<file path="src/sv/skf_pkg.sv">
package skf_pkg;

    // Variance and noise format: unsigned Q8.24
    localparam int VAR_W     = 32;
    localparam int FRAC_BITS = 24;

    // Gain is unsigned Q1.24 in 0..1, so it needs one bit above the fraction to hold one
    localparam int K_W       = FRAC_BITS + 1;

    // Dividend of the gain divide: pm << 24 plus half the denominator
    localparam int NUM_W     = VAR_W + K_W;
    localparam int DEN_W     = VAR_W + 1;

    // Shared multiplier: one 32-bit chunk by the 25-bit gain
    localparam int CHUNK_W   = 32;
    localparam int PROD_W    = CHUNK_W + K_W;

    localparam logic [K_W-1:0]   ONE_Q24  = K_W'(1) << FRAC_BITS;
    localparam logic [VAR_W-1:0] HALF_Q24 = VAR_W'(1) << (FRAC_BITS - 1);
    localparam logic [VAR_W-1:0] VAR_MAX  = '1;

    localparam logic [VAR_W-1:0] PROCESS_NOISE_RST     = 32'd8389;
    localparam logic [VAR_W-1:0] MEASUREMENT_NOISE_RST = 32'd1677722;

    localparam int CFG_INDEX_W = 1;
    localparam logic [CFG_INDEX_W-1:0] REG_PROCESS_NOISE     = 1'b0;
    localparam logic [CFG_INDEX_W-1:0] REG_MEASUREMENT_NOISE = 1'b1;

endpackage

</file>
<file path="src/sv/scalar_kalman_smoother_top.sv">
// Scalar Kalman filter, one sample per item, worked on a shared divide/multiply sequencer.
// A new sample is taken only once the previous one is finished: the 25-step gain divide and
// the shared 32x25 multiplier passes run in turn, and in_stall stays high while busy.
// Reset (rst_n, async, active low): estimate and variance clear to zero, Q and R take their
// default values, no result is pending.
module scalar_kalman_smoother_top #(
    parameter int SAMPLE_WIDTH = 32
) (
    input  logic                                  clk,
    input  logic                                  rst_n,

    input  logic                                  cfg_we,
    input  logic [skf_pkg::CFG_INDEX_W-1:0]       cfg_index,
    input  logic [skf_pkg::VAR_W-1:0]             cfg_data,

    input  logic                                  in_valid,
    output logic                                  in_stall,
    input  logic signed [SAMPLE_WIDTH-1:0]        sample,

    output logic                                  out_valid,
    input  logic                                  out_stall,
    output logic signed [SAMPLE_WIDTH-1:0]        estimate
);

    localparam int SW     = SAMPLE_WIDTH;
    localparam int NCHUNK = (SW + skf_pkg::CHUNK_W - 1) / skf_pkg::CHUNK_W;
    localparam int MW     = NCHUNK * skf_pkg::CHUNK_W;
    localparam int AW     = MW + skf_pkg::K_W;
    localparam int CW     = (NCHUNK > 1) ? $clog2(NCHUNK) : 1;
    localparam int VW     = skf_pkg::VAR_W;
    localparam int KW     = skf_pkg::K_W;
    localparam int FB     = skf_pkg::FRAC_BITS;

    localparam logic [3:0] ST_IDLE = 4'd0;
    localparam logic [3:0] ST_PREP = 4'd1;
    localparam logic [3:0] ST_LOAD = 4'd2;
    localparam logic [3:0] ST_DIV  = 4'd3;
    localparam logic [3:0] ST_MULV = 4'd4;
    localparam logic [3:0] ST_MULM = 4'd5;
    localparam logic [3:0] ST_ACC  = 4'd6;
    localparam logic [3:0] ST_RND  = 4'd7;
    localparam logic [3:0] ST_FIN  = 4'd8;
    localparam logic [3:0] ST_GAIN = 4'd9;

    localparam logic [4:0]    DIV_LAST  = 5'(KW - 1);
    localparam logic [CW-1:0] CHUNK_TOP = CW'(NCHUNK - 1);

    logic [3:0]                   state_reg, state_next;
    logic [VW-1:0]                q_reg, q_next;
    logic [VW-1:0]                r_reg, r_next;
    logic signed [SW-1:0]         x_reg, x_next;
    logic [VW-1:0]                p_reg, p_next;
    logic                         out_valid_reg, out_valid_next;
    logic signed [SW-1:0]         estimate_reg, estimate_next;

    logic signed [SW-1:0]         z_reg, z_next;
    logic [VW-1:0]                pm_reg, pm_next;
    logic [skf_pkg::DEN_W-1:0]    den_reg, den_next;
    logic [skf_pkg::DEN_W-1:0]    rem_reg, rem_next;
    logic [KW-1:0]                quot_reg, quot_next;
    logic [4:0]                   div_cnt_reg, div_cnt_next;
    logic [KW-1:0]                k_reg, k_next;
    logic                         up_reg, up_next;
    logic [MW-1:0]                mag_reg, mag_next;
    logic [CW-1:0]                chunk_cnt_reg, chunk_cnt_next;
    logic [skf_pkg::PROD_W-1:0]   prod_reg, prod_next;
    logic [AW-1:0]                acc_reg, acc_next;
    logic [SW-1:0]                step_reg, step_next;
    logic [VW-1:0]                var_new_reg, var_new_next;

    logic                         in_fire;
    logic                         out_free;
    logic [VW:0]                  pq_sum;
    logic [skf_pkg::NUM_W-1:0]    num;
    logic signed [SW:0]           diff;
    logic [SW:0]                  diff_neg;
    logic [skf_pkg::DEN_W:0]      trial;
    logic                         trial_ge;
    logic [skf_pkg::CHUNK_W-1:0]  mul_a;
    logic [KW-1:0]                mul_b;
    logic [skf_pkg::PROD_W-1:0]   mul_p;
    logic [skf_pkg::PROD_W:0]     var_round;
    logic [AW-1:0]                acc_shift;
    logic [AW-1:0]                acc_round;
    logic signed [SW-1:0]         x_new;

    assign in_stall  = (state_reg != ST_IDLE);
    assign in_fire   = in_valid && !in_stall;
    assign out_free  = !out_valid_reg || !out_stall;
    assign out_valid = out_valid_reg;
    assign estimate  = estimate_reg;

    assign pq_sum   = {1'b0, p_reg} + {1'b0, q_reg};
    assign num      = {pm_reg, {FB{1'b0}}} + skf_pkg::NUM_W'(den_reg >> 1);
    assign diff     = {z_reg[SW-1], z_reg} - {x_reg[SW-1], x_reg};
    assign diff_neg = (SW + 1)'(-diff);

    assign trial    = {rem_reg, quot_reg[KW-1]};
    assign trial_ge = (trial >= {1'b0, den_reg});

    // One shared multiplier: variance term first, then the magnitude chunks
    assign mul_a = (state_reg == ST_MULV) ? pm_reg
                 : mag_reg[int'(chunk_cnt_reg) * skf_pkg::CHUNK_W +: skf_pkg::CHUNK_W];
    assign mul_b = (state_reg == ST_MULV) ? (skf_pkg::ONE_Q24 - k_reg) : k_reg;
    assign mul_p = skf_pkg::PROD_W'(mul_a) * skf_pkg::PROD_W'(mul_b);

    assign var_round = {1'b0, prod_reg} + (skf_pkg::PROD_W + 1)'(skf_pkg::HALF_Q24);
    assign acc_shift = {acc_reg[AW-skf_pkg::CHUNK_W-1:0], {skf_pkg::CHUNK_W{1'b0}}}
                     + AW'(prod_reg);
    assign acc_round = acc_reg + AW'(skf_pkg::HALF_Q24);
    assign x_new     = up_reg ? (x_reg + $signed(step_reg)) : (x_reg - $signed(step_reg));

    always_comb
    begin
        state_next     = state_reg;
        q_next         = q_reg;
        r_next         = r_reg;
        x_next         = x_reg;
        p_next         = p_reg;
        out_valid_next = out_valid_reg;
        estimate_next  = estimate_reg;
        z_next         = z_reg;
        pm_next        = pm_reg;
        den_next       = den_reg;
        rem_next       = rem_reg;
        quot_next      = quot_reg;
        div_cnt_next   = div_cnt_reg;
        k_next         = k_reg;
        up_next        = up_reg;
        mag_next       = mag_reg;
        chunk_cnt_next = chunk_cnt_reg;
        prod_next      = prod_reg;
        acc_next       = acc_reg;
        step_next      = step_reg;
        var_new_next   = var_new_reg;

        if (cfg_we)
        begin
            if (cfg_index == skf_pkg::REG_PROCESS_NOISE)
            begin
                q_next = cfg_data;
            end
            if (cfg_index == skf_pkg::REG_MEASUREMENT_NOISE)
            begin
                r_next = cfg_data;
            end
        end

        if (out_valid_reg && !out_stall)
        begin
            out_valid_next = 1'b0;
        end

        case (state_reg)
            ST_IDLE:
            begin
                if (in_fire)
                begin
                    z_next     = sample;
                    pm_next    = pq_sum[VW] ? skf_pkg::VAR_MAX : pq_sum[VW-1:0];
                    state_next = ST_PREP;
                end
            end
            ST_PREP:
            begin
                den_next   = {1'b0, pm_reg} + {1'b0, r_reg};
                state_next = ST_LOAD;
            end
            ST_LOAD:
            begin
                rem_next     = skf_pkg::DEN_W'(num[skf_pkg::NUM_W-1:KW]);
                quot_next    = num[KW-1:0];
                div_cnt_next = DIV_LAST;
                up_next      = !diff[SW];
                mag_next     = MW'(diff[SW] ? diff_neg[SW-1:0] : diff[SW-1:0]);
                state_next   = ST_DIV;
            end
            ST_DIV:
            begin
                // Restoring divide, one quotient bit per cycle
                rem_next  = trial_ge ? skf_pkg::DEN_W'(trial - {1'b0, den_reg})
                                     : skf_pkg::DEN_W'(trial);
                quot_next = {quot_reg[KW-2:0], trial_ge};
                if (div_cnt_reg == 5'd0)
                begin
                    state_next = ST_GAIN;
                end
                else
                begin
                    div_cnt_next = div_cnt_reg - 5'd1;
                end
            end
            ST_GAIN:
            begin
                // Zero denominator means zero gain
                if (den_reg == '0)
                begin
                    k_next = '0;
                end
                else if (quot_reg > skf_pkg::ONE_Q24)
                begin
                    k_next = skf_pkg::ONE_Q24;
                end
                else
                begin
                    k_next = quot_reg;
                end
                state_next = ST_MULV;
            end
            ST_MULV:
            begin
                // Issue the variance product, then start the magnitude chunks from the top
                prod_next      = mul_p;
                chunk_cnt_next = CHUNK_TOP;
                state_next     = ST_MULM;
            end
            ST_MULM:
            begin
                prod_next = mul_p;
                if (chunk_cnt_reg == CHUNK_TOP)
                begin
                    // Previous product is the variance term
                    var_new_next = var_round[FB +: VW];
                    acc_next     = '0;
                end
                else
                begin
                    acc_next = acc_shift;
                end
                if (chunk_cnt_reg == '0)
                begin
                    state_next = ST_ACC;
                end
                else
                begin
                    chunk_cnt_next = chunk_cnt_reg - CW'(1);
                end
            end
            ST_ACC:
            begin
                acc_next   = acc_shift;
                state_next = ST_RND;
            end
            ST_RND:
            begin
                step_next  = acc_round[FB +: SW];
                state_next = ST_FIN;
            end
            ST_FIN:
            begin
                // Hold until the output register is free
                if (out_free)
                begin
                    estimate_next  = x_new;
                    out_valid_next = 1'b1;
                    x_next         = x_new;
                    p_next         = var_new_reg;
                    state_next     = ST_IDLE;
                end
            end
            default:
            begin
                state_next = ST_IDLE;
            end
        endcase
    end

    always_ff @(posedge clk or negedge rst_n)
    begin
        if (!rst_n)
        begin
            state_reg     <= ST_IDLE;
            q_reg         <= skf_pkg::PROCESS_NOISE_RST;
            r_reg         <= skf_pkg::MEASUREMENT_NOISE_RST;
            x_reg         <= '0;
            p_reg         <= '0;
            out_valid_reg <= 1'b0;
        end
        else
        begin
            state_reg     <= state_next;
            q_reg         <= q_next;
            r_reg         <= r_next;
            x_reg         <= x_next;
            p_reg         <= p_next;
            out_valid_reg <= out_valid_next;
        end
    end

    always_ff @(posedge clk)
    begin
        estimate_reg  <= estimate_next;
        z_reg         <= z_next;
        pm_reg        <= pm_next;
        den_reg       <= den_next;
        rem_reg       <= rem_next;
        quot_reg      <= quot_next;
        div_cnt_reg   <= div_cnt_next;
        k_reg         <= k_next;
        up_reg        <= up_next;
        mag_reg       <= mag_next;
        chunk_cnt_reg <= chunk_cnt_next;
        prod_reg      <= prod_next;
        acc_reg       <= acc_next;
        step_reg      <= step_next;
        var_new_reg   <= var_new_next;
    end

`ifndef SYNTHESIS
    a_accept_starts: assert property (@(posedge clk) disable iff (!rst_n)
        in_fire |=> (state_reg == ST_PREP))
        else $error("accepted item did not start the sequencer");

    a_div_ends: assert property (@(posedge clk) disable iff (!rst_n)
        (state_reg == ST_DIV && div_cnt_reg == 5'd0) |=> (state_reg == ST_GAIN))
        else $error("gain divide did not end after its last step");

    a_gain_range: assert property (@(posedge clk) disable iff (!rst_n)
        (state_reg == ST_MULM) |-> (k_reg <= skf_pkg::ONE_Q24))
        else $error("gain above one");

    a_var_bound: assert property (@(posedge clk) disable iff (!rst_n)
        (state_reg == ST_FIN) |-> (var_new_reg <= pm_reg))
        else $error("updated variance above predicted variance");

    a_out_matches_state: assert property (@(posedge clk) disable iff (!rst_n)
        (state_reg == ST_FIN && out_free) |=> (out_valid_reg && estimate_reg == x_reg))
        else $error("delivered estimate differs from stored estimate");
`endif

endmodule

</file>
<file path="config.mk">
export PLATFORM = sky130hd
export DESIGN_NAME = scalar_kalman_smoother_top
export DESIGN_NICKNAME = d
export VERILOG_FILES = /design/src/sv/skf_pkg.sv /design/src/sv/scalar_kalman_smoother_top.sv
export SDC_FILE = /design/constraint.sdc
export NUM_CORES = 2
export LEC_CHECK = 0
export BUFFER_PORTS_ARGS = -buffer_cell sky130_fd_sc_hd__buf_2
export CORE_ASPECT_RATIO = 2
export CORE_MARGIN = 2
export CORE_UTILIZATION = 34
export DETAILED_ROUTE_END_ITERATION = 7
export GPL_TIMING_DRIVEN = 0
export SYNTH_ARGS = -nofsm -noshare
export SYNTH_HDL_FRONTEND = slang
export SYNTH_SLANG_ARGS = --single-unit
</file>
<file path="constraint.sdc">
create_clock -name clk -period 10.7 [get_ports clk]
set_input_delay 0.535 -clock clk [delete_from_list [all_inputs] [get_ports clk]]
set_output_delay 0.535 -clock clk [all_outputs]
set_load 0.03 [all_outputs]
</file>
==> qor.yml <==
timing:
  final.setup_skew_ps: 39.0
  drv_slew: 4
  fmaxAchievable_mhz: 95.2
  finalHoldViolCount: 0
  maxSlewHeadroom_pct: -4.02
  fin_ws_ps: 197
  hold-worst-slack_ps: 84.5
  transition_at_the_pin_with_the_smallest_max_transition_slack_ps: 1550
  final_min_period_over_clock_period_pct: 98.2
  finalCriticalPeriod_ps: 10500
  finalSetupViolations: 0
critical_path:
  critical-path-slowest-cell: "fa_2"
  reg2reg_depth: 31
  critical-path-max-stage-delay_ps: 660
  critical_path.endpoint_type: "flop"
  worst-endpoint-arrival_ps: 10860
  rr_endpoint: "prod_reg[55]"
  crit_required_ps: 11060
  r2r_setup_slack_ps: 200
  timing.critical_path.from_type: "flop"
  crit_top_cell: "fa_1"
  worstSetupPathType: "reg -> reg"
  path_max_fanout: 10
  crit_path_start: "state_reg[3]"
  r2r_start: "state_reg[3]"
place:
  io_buffers: 103
  post-place-ws_ps: -2460
  place_congestion: 1.08
  place.detailed.instances: 8218
  hpwlAfterDp_mm: 194
synth:
  leading_cell_types_by_total_area_after_synthesis: "fa_1 (24%), edfxtp_1 (22%), ha_1 (8.4%), inv_1 (5.9%), nand2_1 (5.8%)"
  netlist.top_cell.by_area: "fa_1"
  synth_edf_count: 426
  mappedNetlistArea_um2: 56900
  postSynthCellCount: 5931
  syn_area_per_cell_um2: 9.59
  syn_nets: 7078
  synth.lib_cells_used.distinct: 85
  postSynthRegisterBits: 559
  synth_flop_cell: "edfxtp_1"
  synth.yosys.warnings: 0
  async_reset_ff_share_pct: 23.8
  synth.yosys.seq_area_share_pct: 28.4
  synthDominantCellAreaShare_pct: 24.4
clock_tree:
  tritoncts.num_buffers: 44
  cts_root_buffer: "clkbuf_16"
  register_clock_pin_slew_on_the_reported_worst_setup_and_hold_paths_ps: 80
  clock_insertion_delay_worst_skew_ps: 650
  cts_htree_levels: 2
  cts_tree: "done"
  cts.sink_count: 559
  clk_path_buf_depth: 3
grt:
  grt_antenna_before_repair: 12
  grt_pass1_vias: 48000
  grt_start_max_net_pins: 90
  overflow: 0
  grt_pass1_wl_mm: 331
  grt_util_overall_pct: 27.5
run_status:
  violated_checks: "capacitance limit, slew limit"
  run_status: "finished with violations"
flow_run:
  maximum_capacitance_violations: 1
floorplan:
  floorplan.die.width_um: 293
  initial_utilization_pct: 34.1
  core-area_um2: 167000
  ioPinCount: 104
  die_area_um2: 171000
  core.rowCount: 212
  die_h_um: 582
finish:
  stdcell_count: 8331
  nNetsFinal: 7293
  area_growth_pct: 12.0
  share_of_layout_cells_above_drive_strength_1_pct: 9.41
  utilization_pct: 38.3
drt:
  wl_per_cell_um: 28.1
  firstDrtPassIters: 6
  route.antenna.remaining_nets: 0
  detail_route.drc_violations: 0
  initialDrtViolationCount: 2829
  number_of_vias_in_the_routed_layout: 44900
  avgViaCountPerCell: 5.39
  detail_route.wirelength_mm: 234
hold_path:
  worst_hold_path.endpoint: "z_reg[11]"
  min-delay-path-class: "in -> reg"
  min-delay-start: "sample[11]"
  worst_hold_path.num_cells: 1
-- metrics by stage --
stage	TNS, ps	area (µm²)
global route	-72.7	63700
global placement	-62580	60100
floorplan	0	56900
detailed placement	-51040	61000
finish	0	63700
CTS	-65.2	63100
-- worst max-delay path by stage --
| stage | to | slack [ps] | cells after the start |
|---|---|---|---|
| finish | prod_reg[55] | 200 | 31 |
| global route | prod_reg[55] | -70 | 30 |
| CTS | prod_reg[55] | -70 | 31 |
| detailed placement | prod_reg[55] | -2460 | 33 |
| global placement | prod_reg[55] | -2900 | 33 |
| floorplan | prod_reg[55] | 1510 | 34 |
-- layout by cell type (no fill, tap or decap), types with 44 or more instances in the layout --
cell and count:
edfxtp_1 426, nor2_1 548, ha_1 383, o21ai_0 165, xor2_1 148, mux2_2 66
fa_1 684, and3_1 75, dfrtp_1 116, nor3_1 61, nand3_1 83, xnor2_1 209
and2_1 61, nand2_1 855, clkbuf_16 45, clkbuf_1 87, inv_1 888, a21o_1 107
nand2b_1 46, buf_2 115, a21oi_1 242, buf_4 44
-- repair_timing --
| item | CTS | global route |
|---|---|---|
| setup endpoints to repair | 39 | 14 |
| pin swaps | 4 | 9 |
| gates cloned | 0 | 0 |
| hold endpoints to repair | 44 | 0 |
| setup buffers | 10 | 26 |
| hold buffers | 1 | 0 |
| gates resized for setup | 158 | 164 |
-- cell families (layout without fill, tap and decap cells) --
logic type	count (synthesis)	count (layout)	share of synthesized area [%]
xor+xnor	390	390	6.00
other cells	0	9	0
flops	559	559	28.4
simple gates	1931	1931	14.8
mux	107	107	2.03
buf+inv	1085	1336	7.18
compound gates	782	782	8.74
fa+ha+maj	1077	1077	32.8
-- final cells by class --
type | count | area (µm²)
Multi-Input combinational cell | 4287 | 37600
Inverter | 890 | 3340
Buffer | 180 | 937
Timing Repair Buffer | 184 | 1490
Antenna cell | 9 | 22.5
Fill cell | 16600 | 103000
Sequential cell | 559 | 16100
Clock buffer | 54 | 1200
Tap cell | 2140 | 2680
Clock inverter | 28 | 347
-- Yosys cell counts (14+ instances only) --
| cell type | number |
|---|---|
| inv_1 | 889 |
| nand2_1 | 872 |
| fa_1 | 693 |
| nor2_1 | 556 |
| edfxtp_1 | 426 |
| ha_1 | 384 |
| a21oi_1 | 244 |
| xnor2_1 | 222 |
| clkbuf_1 | 177 |
| o21ai_0 | 170 |
| xor2_1 | 168 |
| dfrtp_1 | 117 |
| a21o_1 | 107 |
| nand3_1 | 83 |
| and3_1 | 76 |
| mux2_2 | 66 |
| nor3_1 | 66 |
| and2_1 | 61 |
| nand2b_1 | 47 |
| mux2i_1 | 41 |
| nor2b_1 | 41 |
| nand4_1 | 38 |
| a211oi_1 | 34 |
| o21a_1 | 32 |
| a31oi_1 | 27 |
| o21bai_1 | 27 |
| nor4_1 | 26 |
| or3_1 | 23 |
| dfstp_2 | 16 |
| a211o_1 | 15 |
| a21boi_0 | 14 |
-- metal layers --
metal / global-route usage, % / vias up / part of all wire, %
met1: 23.3 / 22500 / 28
met5: 0 / - / 0.024
met3: 4.11 / 956 / 5.0
met4: 30.2 / 10 / 14
li1: - / 19700 / -
met2: 51.5 / 1801 / 52
-- worst max-delay path: cells and delay by family, from the launching register on --
kind / cells / cell delay, ps
flops: 1 / 490
xor+xnor: 1 / 160
compound gates: 7 / 1680
simple gates: 6 / 1560
fa+ha+maj: 8 / 4140
mux: 1 / 450
buf+inv: 8 / 1630
Power is not shown: default switching activity piles up to over one toggle a cycle in this logic, so the estimate is an artifact.
